File: src/design/polygon_face_normal_core_macros.svh
// ----------------------------------------------------------------------------
// polygon face normal core assertion macros
// Shared concurrent assertion forms for the design files.
// ----------------------------------------------------------------------------
`ifndef POLYGON_FACE_NORMAL_CORE_MACROS_SVH
`define POLYGON_FACE_NORMAL_CORE_MACROS_SVH

// consequent holds in the same cycle as the antecedent
`define PFN_ASSERT_SAME(lbl, ante, cons, msg) \
  lbl: assert property (@(posedge clk) disable iff (rst) (ante) |-> (cons)) else $error(msg);

// consequent holds in the cycle after the antecedent
`define PFN_ASSERT_NEXT(lbl, ante, cons, msg) \
  lbl: assert property (@(posedge clk) disable iff (rst) (ante) |=> (cons)) else $error(msg);

`endif

File: src/design/pfn_pkg.sv
// ----------------------------------------------------------------------------
// pfn_pkg
// Types and constants shared by the polygon face normal core.
// ----------------------------------------------------------------------------
`default_nettype none

package pfn_pkg;

  localparam logic [15:0] MaxPolyVertices = 16'd65535;
  localparam logic [30:0] OneQ30 = 31'h4000_0000;

  // one unit of work handed from the front to the back
  typedef struct packed {
    logic               has_tri;
    logic               last;
    logic signed [32:0] a_x;
    logic signed [32:0] a_y;
    logic signed [32:0] a_z;
    logic signed [32:0] b_x;
    logic signed [32:0] b_y;
    logic signed [32:0] b_z;
  } job_t;

  // queue status seen by both sides
  typedef struct packed {
    logic full;
    logic empty;
  } queue_stat_t;

endpackage

`default_nettype wire

File: src/design/pfn_queue.sv
// ----------------------------------------------------------------------------
// pfn_queue
// Two-entry job queue between the front and the back.
// ----------------------------------------------------------------------------
`default_nettype none

module pfn_queue (
  input  wire logic                 clk,
  input  wire logic                 rst,
  input  wire logic                 push,
  input  wire pfn_pkg::job_t        push_job,
  input  wire logic                 pop,
  output pfn_pkg::job_t             head,
  output pfn_pkg::queue_stat_t      qstat
);

  pfn_pkg::job_t slots [2];
  logic          wr_ptr;
  logic          rd_ptr;
  logic [1:0]    fill;

  assign head        = slots[rd_ptr];
  assign qstat.full  = fill == 2'd2;
  assign qstat.empty = fill == 2'd0;

  // pointers and fill level
  always_ff @(posedge clk) begin
    if (rst) begin
      wr_ptr <= 1'b0;
      rd_ptr <= 1'b0;
      fill   <= '0;
    end else begin
      if (push) begin
        wr_ptr <= !wr_ptr;
      end
      if (pop) begin
        rd_ptr <= !rd_ptr;
      end
      if (push && !pop) begin
        fill <= fill + 2'd1;
      end else if (pop && !push) begin
        fill <= fill - 2'd1;
      end
    end
  end

  // storage
  always_ff @(posedge clk) begin
    if (push) begin
      slots[wr_ptr] <= push_job;
    end
  end

endmodule

`default_nettype wire

File: config.mk
export PLATFORM = sky130hd
export DESIGN_NAME = pfn_queue
export DESIGN_NICKNAME = d
export VERILOG_FILES = /design/src/design/polygon_face_normal_core_macros.svh /design/src/design/pfn_pkg.sv /design/src/design/pfn_queue.sv
export SDC_FILE = /design/constraint.sdc
export NUM_CORES = 1
export LEC_CHECK = 0
export CELL_PAD_IN_SITES_DETAIL_PLACEMENT = 0
export CELL_PAD_IN_SITES_GLOBAL_PLACEMENT = 1
export CORE_UTILIZATION = 30
export CTS_CLUSTER_DIAMETER = 100
export CTS_CLUSTER_SIZE = 8
export DETAILED_ROUTE_END_ITERATION = 12
export DONT_BUFFER_PORTS = 1
export PLACE_DENSITY_LB_ADDON = 0.08
export SLEW_MARGIN = 20
export SYNTH_ARGS = -nofsm -noshare
export SYNTH_HDL_FRONTEND = slang
export SYNTH_SLANG_ARGS = --single-unit
File: constraint.sdc
create_clock -name clk -period 26 [get_ports clk]
set_clock_uncertainty 0.05 [all_clocks]
set_input_delay 0 -clock clk [delete_from_list [all_inputs] [get_ports clk]]
set_output_delay 0 -clock clk [all_outputs]
set_load 0.05 [all_outputs]
==> flow_summary.toml <==
[global_route]
globalRouteOverflowTotal = 0
grt_pass1_vias = 7594
grt_max_degree = 172
grt_pass1_wl_um = 48310
track_usage = 0.1300
antenna_found_initial = 2

[pwr]
comb_power_share = 0.150
sequentialPowerShare = 0.466
clockPowerShare = 0.384
switching_share = 0.2670
p_sw_uw = 445.3
p_int_uw = 1222
p_per_area_nw_per_um2 = 86.56
max-vdd-ir-drop_mv = 0.05210
leakagePower_uw = 0.006387

[drt]
route.vias.total = 6892
drt_iter0_markers = 313
wl_um = 32840
via_per_inst = 4.390
wl_per_cell_um = 20.91
ant_nets = 0
drtPass1Iterations = 4
drc = 0

[sta]
max_freq_mhz = 324.3
fin_setup_tns_ps = 0
period_needed_ps = 3084
grt_setup_unrepaired = "false"
tightest_slew_ps = 1351
finalHoldViolations = 0
fin_crit_sh = 0.1186
finalSetupViolCount = 0
worst_slew_margin_rel = 0.09903
slew_viol_final = 0

[synth]
synth_top_area_cell = "edfxtp_1"
synth_compound_area_frac = 0.0006800
synth_warnings = 0
ys_types = 15
avgSynthCellArea_um2 = 22.86
ys_ff_latch = 405
synthSimpleGateAreaFrac = 0.003145
netlist_area_um2 = 14720
synth-xor-area-share = 0.002380
syn_inst = 644
synth_adder_area_share = 0.0008501
synth_nets = 849
synth_top_family_by_area = "multiplexers"
ys_seq_area_frac = 0.8228
synth_top_area_frac = 0.8160
synthMuxAreaShare = 0.1530
synth_area_leaders = "edfxtp_1 (82%), mux2_2 (15%), buf_6 (1.7%)"

[cells_and_area]
layout_common_cells = "edfxtp_1 (400), dlygate4sd3_1 (242), mux2_2 (200)"
layout.nets = 1134
final_common_cell = "edfxtp_1"
layout-drive-gt1-share = 0.2823
final_area_um2 = 19270
syn2layout_area_growth_pct = 30.91

[die]
io_pins = 406
initial_core_util = 0.3064
row_count = 80
chipWidth_um = 223.5
dieHeight_um = 223.5
core_um2 = 48050
dieArea_um2 = 49950

[setup_path]
crit_type = "reg2out"
arrival_ps = 3030
crit_path_max_incr_delay_ps = 930
slowest_stage = "dfxtp_4"
worst-path-buf-inv = 1
start_kind = "flip-flop"
cp_cell_sequence = "buf_4, mux2_2"
r2r_slack_ps = 23310
path_delay_family = "flip-flops"
endpoint_kind = "primary output"
cp_max_fo = 71
cp.required_ps = 25950

[clock_network]
htree_num_levels = 2
clock_path_buffers = 3
clkTransAtPathRegs_ps = 50
post_cts_buffers = 0
clock_sinks = 405
numCtsBuffers = 56
cts-root-buf = "clkbuf_16"
tritoncts = "built"
insertion_delay_ps = 560

[min_path]
hp-class = "in2reg"

[placement]
dp_hpwl_um = 21120
post_dp_cell_area_um2 = 15320
port_buffers = 0
place_congestion = 0.7231

[run_status]
outcome = "complete, no violations"

[flow_run]
max-cap-violations = 0
==> per-stage QoR <==
step / worst slack, ps / total power (µW) / utilization / hold slack (ps) / cells
2_1_floorplan: 16010 / 992.5 / - / 19.07 / 644
3_3_place_gp: 23350 / 1005 / 0.3189 / 18.67 / 1244
3_5_place_dp: 23230 / 1008 / 0.3189 / 17.18 / 1244
4_1_cts: 22820 / 1695 / 0.4009 / 0.09981 / 1568
5_1_grt: 22680 / 1728 / 0.4010 / 13.74 / 1570
6_report: 22920 / 1668 / 0.4010 / 39.64 / 1570
==> state kept, by name (all words and copies together), names as in the netlist, named ones only <==
register and cells:
slots 400, fill 2, rd_ptr 1, wr_ptr 1
==> worst register-to-register path: cells and delay by family, from the launching register on <==
family	cells	cell delay, ps
buffers and inverters	2	1370
flip-flops	1	350
AND/OR/NAND/NOR	1	540
==> layer usage <==
layer | global-route usage | vias to the layer above | part of all wire
met2 | 0.2313 | 242 | 0.53
met1 | 0.1358 | 3448 | 0.36
met5 | 0 | - | 0
met4 | 0.06650 | 0 | 0.038
met3 | 0.04372 | 71 | 0.071
li1 | - | 3131 | -
==> kinds of logic after synthesis <==
kind of cell / count (synthesis)
buf+inv: 23
xor+xnor: 4
mux: 200
flops: 405
fa+ha+maj: 1
compound gates: 2
simple gates: 9
==> synth_stat cells <==
| cell | number |
|---|---|
| mux2_2 | 200 |
| dfxtp_1 | 5 |
| buf_6 | 22 |
| a21oi_1 | 1 |
| and2b_2 | 1 |
| edfxtp_1 | 400 |
| ha_1 | 1 |
| nor2b_1 | 1 |
| nor2_1 | 5 |
| inv_1 | 1 |
| and2_1 | 1 |
| xnor2_1 | 2 |
| o21ai_0 | 1 |
| xor2_1 | 2 |
| or3_1 | 1 |
==> final cells by class <==
type	count	area (µm²)
clock inverters	1	5.005
fillers	4259	28780
flip-flops and latches	405	12120
clock buffers	81	1516
inverters	1	3.754
well taps	615	769.5
multi-input cells	216	2366
repair buffers	249	2487
diodes	2	5.005
==> worst paths after layout <==
| kind | from | endpoint | cells after the start |
|---|---|---|---|
| worst max-delay path | flip-flop | head[34] | 2 |
| worst min-delay path | push_job[169] | slots[0][169] | 1 |
| worst max register to register | wr_ptr | slots[0][2] | 3 |
| worst min register to register | rd_ptr | rd_ptr | 2 |
==> timing repair <==
action | 4_1_cts | 5_1_grt
hold buffers | 242 | 0
resized for setup | 0 | 0
endpoints found under the hold margin | 451 | 0
==> power groups by stage <==
stage,logic [µW],clock network [µW],registers [µW]
2_1_floorplan,200,0,793
3_3_place_gp,217,0,788
3_5_place_dp,218,0,790
4_1_cts,255,663,777
5_1_grt,261,688,780
6_report,250,641,777
Power figures use the tool's default switching activity.
