<file path="config.mk">
export PLATFORM = sky130hd
export DESIGN_NAME = pfn_front
export DESIGN_NICKNAME = d
export VERILOG_FILES = /design/src/design/polygon_face_normal_core_macros.svh /design/src/design/pfn_pkg.sv /design/src/design/pfn_front.sv
export SDC_FILE = /design/constraint.sdc
export NUM_CORES = 1
export LEC_CHECK = 0
export ABC_AREA = 1
export BUFFER_PORTS_ARGS = -buffer_cell sky130_fd_sc_hd__buf_2
export CAP_MARGIN = 20
export CORE_MARGIN = 2
export CORE_UTILIZATION = 50
export DETAILED_ROUTE_END_ITERATION = 7
export PLACE_DENSITY = 0.76
export SYNTH_ARGS = -nofsm -noshare
export SYNTH_HDL_FRONTEND = slang
export SYNTH_SLANG_ARGS = --single-unit
</file>
<file path="constraint.sdc">
create_clock -name clk -period 8.9 [get_ports clk]
set_input_delay 0.445 -clock clk [delete_from_list [all_inputs] [get_ports clk]]
set_output_delay 0.445 -clock clk [all_outputs]
set_load 0.1 [all_outputs]
</file>
<file path="src/design/polygon_face_normal_core_macros.svh">
// ----------------------------------------------------------------------------
// polygon face normal core assertion macros
// Shared concurrent assertion forms for the design files.
// ----------------------------------------------------------------------------
`ifndef POLYGON_FACE_NORMAL_CORE_MACROS_SVH
`define POLYGON_FACE_NORMAL_CORE_MACROS_SVH

// consequent holds in the same cycle as the antecedent
`define PFN_ASSERT_SAME(lbl, ante, cons, msg) \
  lbl: assert property (@(posedge clk) disable iff (rst) (ante) |-> (cons)) else $error(msg);

// consequent holds in the cycle after the antecedent
`define PFN_ASSERT_NEXT(lbl, ante, cons, msg) \
  lbl: assert property (@(posedge clk) disable iff (rst) (ante) |=> (cons)) else $error(msg);

`endif

</file>
<file path="src/design/pfn_pkg.sv">
// ----------------------------------------------------------------------------
// pfn_pkg
// Types and constants shared by the polygon face normal core.
// ----------------------------------------------------------------------------
`default_nettype none

package pfn_pkg;

  localparam logic [15:0] MaxPolyVertices = 16'd65535;
  localparam logic [30:0] OneQ30 = 31'h4000_0000;

  // one unit of work handed from the front to the back
  typedef struct packed {
    logic               has_tri;
    logic               last;
    logic signed [32:0] a_x;
    logic signed [32:0] a_y;
    logic signed [32:0] a_z;
    logic signed [32:0] b_x;
    logic signed [32:0] b_y;
    logic signed [32:0] b_z;
  } job_t;

  // queue status seen by both sides
  typedef struct packed {
    logic full;
    logic empty;
  } queue_stat_t;

endpackage

`default_nettype wire

</file>
<file path="src/design/pfn_front.sv">
// ----------------------------------------------------------------------------
// pfn_front
// Accepts vertices, tracks first and previous point, issues triangle jobs.
// ----------------------------------------------------------------------------
`default_nettype none

module pfn_front (
  input  wire logic                clk,
  input  wire logic                rst,
  input  wire logic                in_valid,
  output logic                     in_stall,
  input  wire logic signed [31:0]  pos_x,
  input  wire logic signed [31:0]  pos_y,
  input  wire logic signed [31:0]  pos_z,
  input  wire logic                last_vertex,
  input  wire pfn_pkg::queue_stat_t qstat,
  output logic                     job_push,
  output pfn_pkg::job_t            job
);

  logic [15:0]        vertex_count;
  logic signed [31:0] first_x, first_y, first_z;
  logic signed [31:0] prev_x, prev_y, prev_z;
  logic               accept;
  logic               room;

  assign in_stall = qstat.full;
  assign accept   = in_valid && !in_stall;
  assign room     = vertex_count < pfn_pkg::MaxPolyVertices;

  // fan triangle edge vectors relative to the first point
  always_comb begin
    job.has_tri = room && (vertex_count >= 16'd2);
    job.last    = last_vertex;
    job.a_x     = {prev_x[31], prev_x} - {first_x[31], first_x};
    job.a_y     = {prev_y[31], prev_y} - {first_y[31], first_y};
    job.a_z     = {prev_z[31], prev_z} - {first_z[31], first_z};
    job.b_x     = {pos_x[31], pos_x} - {first_x[31], first_x};
    job.b_y     = {pos_y[31], pos_y} - {first_y[31], first_y};
    job.b_z     = {pos_z[31], pos_z} - {first_z[31], first_z};
    job_push    = accept && (job.has_tri || last_vertex);
  end

  // vertex counter
  always_ff @(posedge clk) begin
    if (rst) begin
      vertex_count <= '0;
    end else if (accept) begin
      if (last_vertex) begin
        vertex_count <= '0;
      end else if (room) begin
        vertex_count <= vertex_count + 16'd1;
      end
    end
  end

  // first and previous point
  always_ff @(posedge clk) begin
    if (accept && room) begin
      if (vertex_count == 16'd0) begin
        first_x <= pos_x;
        first_y <= pos_y;
        first_z <= pos_z;
      end
      prev_x <= pos_x;
      prev_y <= pos_y;
      prev_z <= pos_z;
    end
  end

endmodule

`default_nettype wire

</file>
==> results of run 1 <==
==> registers in the layout, summed over array words and instances, names as in the netlist <==
name	cells
vertex_count	16
first_y	32
first_z	32
prev_z	32
prev_y	32
prev_x	32
first_x	32
==> report_power, final <==
group          switching (mW)  internal, mW
Sequential             0.0163          1.13
Clock                   0.404         0.575
Combinational            2.05         0.452
Total                    2.47          2.16
==> cell families (layout without fill, tap and decap cells) <==
family          after synthesis  count (layout)  share of synthesized area, %
other cells                   0               1                             0
simple gates               2088            2088                          37.7
fa+ha+maj                   201             201                          11.7
xor+xnor                     90              90                          3.59
flops                       208             208                          27.8
compound gates              157             157                          3.77
buf+inv                     900            1238                          15.5
==> layout make-up <==
cell class / instances / area (um2) / share of cell area (%)
well taps: 585 / 732 / 2.94
clock inverters: 13 / 135 / 0.542
repair buffers: 306 / 1540 / 6.18
inverters: 889 / 3340 / 13.4
multi-input cells: 2536 / 12500 / 49.9
diodes: 1 / 2.50 / 0.0100
clock buffers: 30 / 644 / 2.58
flip-flops and latches: 208 / 6090 / 24.4
==> path summary, 6_finish.rpt <==
path / startpoint / endpoint / slack, ps / cells past startpoint
worst max register to register: vertex_count[0]$_SDFFE_PP0P_ / first_x[9]$_DFFE_PP_ / 6100 / 8
worst min-delay path: pos_z[0] / prev_z[0]$_DFFE_PP_ / 120 / 1
worst max-delay path: first_z[0]$_DFFE_PP_ / job[123] / 5360 / 14
worst min register to register: vertex_count[6]$_SDFFE_PP0P_ / vertex_count[6]$_SDFFE_PP0P_ / 520 / 2
==> worst max-delay path, delay by kind of cell (launching register included) <==
family | cells | cell delay, ps
flip-flops | 1 | 410
buffers and inverters | 2 | 590
adder cells (fa/ha/maj) | 2 | 660
AND/OR/NAND/NOR | 10 | 900
==> metal layers <==
layer	up-vias	global-route usage [%]
li1	11600	-
met5	-	0
met4	2	7.57
met3	81	1.96
met1	9443	36.8
met2	517	43.6
==> cells in the final DEF, fill, tap and decap left out, types with 7 or more instances in the layout <==
| cell type | n |
|---|---|
| a21oi_1 | 135 |
| and2_1 | 12 |
| buf_2 | 302 |
| clkbuf_16 | 25 |
| dfxtp_1 | 16 |
| edfxtp_1 | 192 |
| ha_1 | 195 |
| inv_1 | 885 |
| nand2_1 | 1573 |
| nand3_1 | 165 |
| nand4_1 | 28 |
| nor2_1 | 263 |
| nor3_1 | 18 |
| o21bai_1 | 7 |
| or2_2 | 8 |
| xnor2_1 | 12 |
| xor2_1 | 78 |
==> results.md, run 1 <==
- Status: finished, final reports clean
- Syn Inst Count: 3644
- Critical-path top delay cell: buf_2
- Via Count: 21600
- Hold Path Class: in -> reg
- Rel. slew slack: 49.5%
- Seq cells post-synth: 208
- Top Ports: 304
- Cell accounting for the most synthesized area: nand2_1
- Worst path cell trace: ha_1 -> fa_1 -> inv_1 -> nand2_1 -> nand2_1 -> nand3_1 -> nand2_1 -> nand2_1 -> nand2_1 -> nand2_1 -> nand2_1 -> nand2_1 -> nand2_1 -> buf_2
- Final setup vio count: 0
- CP Max Fanout: 3
- Yosys warns: 0
- LEAKAGE: approximately 15 nW
- Post-Route Utilization: just under 60%
- Cts repair resizes: 0
- Top layer in use: met5
- CP Capture Type: primary output
- Fin. Hold Viols: 0
- GRT Overall Usage: 26.2%
- Final Max Slew Viols: 0
- Finished Layout Cells: between 4000 and 5000
- Wl on met1: 28700 um
- Drt first pass iters: 8
- DR vias/cell: 4.73
- Hold_ws: 120 ps
- Clock transition at path regs: 60 ps
- Seq/Total Area, Yosys: 27.8%
- Worst setup SP type: flip-flop
- Slowest cell delay on critical path: 470 ps
- Area growth syn-to-layout: 13.7%
- Final worst path period share: around two fifths
- Initial antenna violation count: 2
- CTS Buf Count: 24
- RSZ-0062 raised after global routing: false
- Synth Flop Type: edfxtp_1
- Dpl cell area: 24100 um2
- CTS sink count: 208
- Maximum vdd drop: ~0.25 mV
- Post-route cell area: 24900 um2
- DRT iter0 DRCs: 1388
- EDFF count, synth: ~190
- Peak Freq: roughly 280 MHz
- Final ANT Viol Nets: 0
- Post-CTS Hold Fix Bufs: 0
- Dpl cells: 4524
- Port Buffers: 302
- Routability cong.: 0.954
- Fillers: roughly 4400
- Critical Path RT: 8460 ps
- Yosys top cell area share: a little over a quarter
- Met3 Wirelength: approximately 3000 um
- CTS tree: done
- Final Skew: ~9.9 ps
- Die Width: 213 um
- Ys async rst share: 0%
- Final wirelength: ~60000 um
- Min setup slack post-route: 5360 ps
- Synth cell count leaders: nand2_1, inv_1, nor2_1, ha_1, edfxtp_1
- Full die area: 45500 um2
- Synthesized area: 21900 um2
- Final #Nets: 4268
- Post-DP HPWL: 51700 um
- Wire per inst: 13.2 um
- Most frequent cell after synthesis: nand2_1
- Vias in the first global route: just under 20000
- Remaining global-route overflow: 0
- Starting Density: 50.8%
- Tmin final: roughly 3500 ps
- Syn nets: 3947
- Pwr Density: 185 nW/um2
- Largest net degree at the start of global routing: 58
- Slew of the pin with the lowest slew margin: about 760 ps
- Post-synth cell types: 35
- Core outline area: 43200 um2
- Post-CTS setup buffer count: 0
- Met2 wire len: 27000 um
- First-pass GRT wire length: ~95000 um
- Std-Cell Rows: 76
- Clk Latency, worst-skew pair: roughly 530 ps
- Clk buf depth: 3
- Cell repeated most along the worst path: nand2_1
- Clk root buf: clkbuf_16
- Htree depth: 1
- Final TNS setup: 0 ps
- Dpl ws: 5720 ps
- Number of remaining DRC errors: 0
- Worst setup path class: reg -> out
- Max cap viols: 0
- Vert. Die Dim: about 210 um
- Ranking of synthesized cells by area: nand2_1, edfxtp_1, inv_1
- Critical Path AT: 3100 ps
- Post-synthesis area per instance: 6.02 um2
- Fraction of layout cells with a size suffix above 1: 9.22%
- Total power: 4.62 mW
(Power assumes the default switching activity.)
==> run 2, diff against run 1 <==
==> constraint.sdc (replaced) <==
create_clock -name clk -period 3.1 [get_ports clk]
set_input_delay 0.155 -clock clk [delete_from_list [all_inputs] [get_ports clk]]
set_output_delay 0.155 -clock clk [all_outputs]
set_load 0.1 [all_outputs]
==> run 2 against run 1 <==
- the flow now finishes with violations (negative setup slack)
- wire length rose by 5.3%
- count of clock-buffer cells in the layout is 4 lower
- sequential cell count unchanged
- final cell count is 2.2% higher
- worst setup slack lost 5400 ps
- highest routed layer is now met4
==> results.md, run 2 (same netlist as run 1, synthesis figures left out) <==
- Final ANT Viol Nets: 0 (unchanged)
- Post-route cell area: 26600 um2 (was 24900 um2)
- CTS tree: done (unchanged)
- Clock network fraction of total power: 21.7% (was 21.2%)
- Worst setup path class: reg -> out (unchanged)
- Vert. Die Dim: 213 um (unchanged)
- Worst path cell trace: ha_1 -> fa_2 -> inv_1 -> nand2_1 -> nand3_1 -> nand2_1 -> nand2_1 -> nand2_1 -> nand2_1 -> nand2_1 -> nand2_1 -> buf_2 (was ha_1 -> fa_1 -> inv_1 -> nand2_1 -> nand2_1 -> nand3_1 -> nand2_1 -> nand2_1 -> nand2_1 -> nand2_1 -> nand2_1 -> nand2_1 -> nand2_1 -> buf_2)
- Failing checks: negative setup slack
- Post-Route Utilization: 61.6% (was 57.7%)
- Switching power: 7.22 mW (was 2.47 mW)
- Rel. slew slack: 41.4% (was 49.5%)
- Number of remaining DRC errors: 0 (unchanged)
- Htree depth: 1 (unchanged)
- CTS sink count: 208 (unchanged)
- Crit path from: first_z[0]$_DFFE_PP_ (unchanged)
- Total power: 13.9 mW (was 4.62 mW)
- Tmin final: 3110 ps
- Final worst path period share: 100%
- RSZ-0062 raised after global routing: true (was false)
- Clk buf depth: 3 (unchanged)
- DRT iter0 DRCs: 1538 (was 1388)
- Clock transition at path regs: 60 ps (about the same)
- Dpl ws: 371 ps (was 5720 ps)
- Critical-path top delay cell: fa_2 (was buf_2)
- Reg2reg start: vertex_count[13]$_SDFFE_PP0P_ (was vertex_count[0]$_SDFFE_PP0P_)
- Initial antenna violation count: 0 (was 2)
- Hold Path Class: in -> reg (unchanged)
- Maximum vdd drop: 0.624 mV (was 0.246 mV)
- Commonest non-fill, non-tap cell in the layout: nand2_1 (unchanged)
- Pwr Density: 523 nW/um2 (was 185 nW/um2)
- Drt first pass iters: 5 (was 8)
- GRT Overall Usage: 27.0% (was 26.2%)
- First-pass GRT wire length: 98300 um (was 95100 um)
- LEAKAGE: 16.0 nW (was 15.4 nW)
- Fraction of layout cells with a size suffix above 1: 9.87% (was 9.22%)
- Vias in the first global route: 20100 (was 19200)
- Std-Cell Rows: 76 (unchanged)
- Port Buffers: 302 (unchanged)
- Core outline area: 43200 um2 (unchanged)
- Largest net degree at the start of global routing: 64 (was 58)
- Routability cong.: 0.970 (was 0.954)
- Starting Density: 50.8% (unchanged)
- Post-CTS setup buffer count: 0 (unchanged)
- Most used cells in the layout excluding fill and tap cells: nand2_1, inv_1, nor2_1 (was nand2_1, inv_1, buf_2)
- Wire per inst: 13.6 um (was 13.2 um)
- CP Max Fanout: 3 (unchanged)
- Clk Latency, worst-skew pair: 540 ps (was 530 ps)
- Internal power: 6.69 mW (was 2.16 mW)
- Final #Nets: 4370 (was 4268)
- Crit Reg-Reg Endpoint: first_x[10]$_DFFE_PP_ (was first_x[9]$_DFFE_PP_)
- Final Skew: 20.5 ps (was 9.92 ps)
- Critical Path AT: 2960 ps (was 3100 ps)
- Cell repeated most along the worst path: nand2_1 (unchanged)
- DR vias/cell: 4.80 (was 4.73)
- Min setup slack post-route: -11.8 ps (was 5360 ps)
- Die Width: 213 um (unchanged)
- Fin. Hold Viols: 0 (unchanged)
- Slew of the pin with the lowest slew margin: 880 ps (was 757 ps)
- Peak Freq: roughly 320 MHz
- CTS Buf Count: 24 (unchanged)
- Post-DP HPWL: 51800 um (was 51700 um)
- Comb power frac: 54.6% (was 54.1%)
- Critical Path RT: 2940 ps (was 8460 ps)
- Max cap viols: 0 (unchanged)
- R2r setup slk: 730 ps (was 6100 ps)
- Dpl cell area: 24200 um2 (was 24100 um2)
- Final Max Slew Viols: 0 (unchanged)
- Clk root buf: clkbuf_16 (unchanged)
- Full die area: 45500 um2 (unchanged)
- Hold_ws: 83.7 ps (was 120 ps)
- Remaining global-route overflow: 0 (unchanged)
- Worst Setup EP: job[30] (was job[123])
- CP Capture Type: primary output (unchanged)
- Fillers: 4165 (was 4423)
- Final setup vio count: 1 (was 0)
- Status: complete, but fails checks (was finished, final reports clean)
- Area growth syn-to-layout: 21.3% (was 13.7%)
- Seq pwr share: 23.7% (was 24.8%)
- Worst R2R Path Depth: 6 (was 8)
- Top Ports: 304 (unchanged)
- Via Count: 22400 (was 21600)
- Slowest cell delay on critical path: 430 ps (was 470 ps)
- Final wirelength: 63700 um (was 60500 um)
- Worst setup SP type: flip-flop (unchanged)
- Switch share: 51.9% (was 53.4%)
- N_diodes: 0 (was 1)
==> run 2: changes by cell type in the layout (fill, tap and decap cells not counted), moves of 9 or more <==
cell           previous run  this run
buf_12                    0        15
buf_2                   302       230
buf_4                     4        13
buf_6                     0        21
clkbuf_4                  0        26
dlygate4sd3_1             0       101
nand2_1                1573      1552
nand2_2                   3        22
==> run 2: worst min-delay path by stage <==
stage / startpoint / end / slack, ps / cells past startpoint
floorplan: rst / vertex_count[1]$_SDFFE_PP0P_ / 210 / 1
global placement: rst / vertex_count[1]$_SDFFE_PP0P_ / 360 / 2
finish: in_valid / vertex_count[7]$_SDFFE_PP0P_ / 80 / 5
detailed placement: rst / vertex_count[1]$_SDFFE_PP0P_ / 360 / 2
CTS: in_valid / vertex_count[6]$_SDFFE_PP0P_ / 60 / 5
global route: in_valid / vertex_count[5]$_SDFFE_PP0P_ / 100 / 5
==> run 2: metal layers <==
metal	up-vias	routed length [um]	global-route usage, %
li1	11800	-	-
met1	9833	28700	36.7
met2	710	29000	45.3
met3	98	3990	2.33
met4	0	2050	9.39
met5	-	0	0
==> run 2: metrics by stage <==
step                      instances  TNS (ps)
final                          4669     -11.8
after global routing           4669      -527
after CTS                      4669     -41.3
after detailed placement       4525         0
after global placement         4525         0
after floorplan                3644    -66050
==> run 2: final cells by class <==
class | count | area, um2 | share of cell area [%]
well taps | 585 | 732 | 2.75
repair buffers | 408 | 3020 | 11.4
inverters | 889 | 3340 | 12.5
clock buffers | 26 | 608 | 2.29
clock inverters | 17 | 233 | 0.875
multi-input cells | 2536 | 12600 | 47.3
flip-flops and latches | 208 | 6090 | 22.9
==> run 2: critical path: cells and delay by family (launching register included) <==
kind | cells | cell delay (ps)
simple gates | 8 | 700
flops | 1 | 420
buf+inv | 2 | 550
fa+ha+maj | 2 | 730
==> run 2: repair_timing <==
item	4_1_cts	5_1_grt
hold buffers	101	0
endpoints found under the hold margin	200	0
resized for setup	51	125
endpoints found under the setup margin	37	74
==> run 2: power groups by stage <==
stage / clock [mW] / combinational [mW] / sequential (mW)
after global routing: 3.16 / 8.05 / 3.30
final: 3.02 / 7.60 / 3.29
after floorplan: 0 / 5.86 / 3.34
after detailed placement: 0 / 7.17 / 3.35
after CTS: 3.06 / 7.38 / 3.29
after global placement: 0 / 7.13 / 3.34
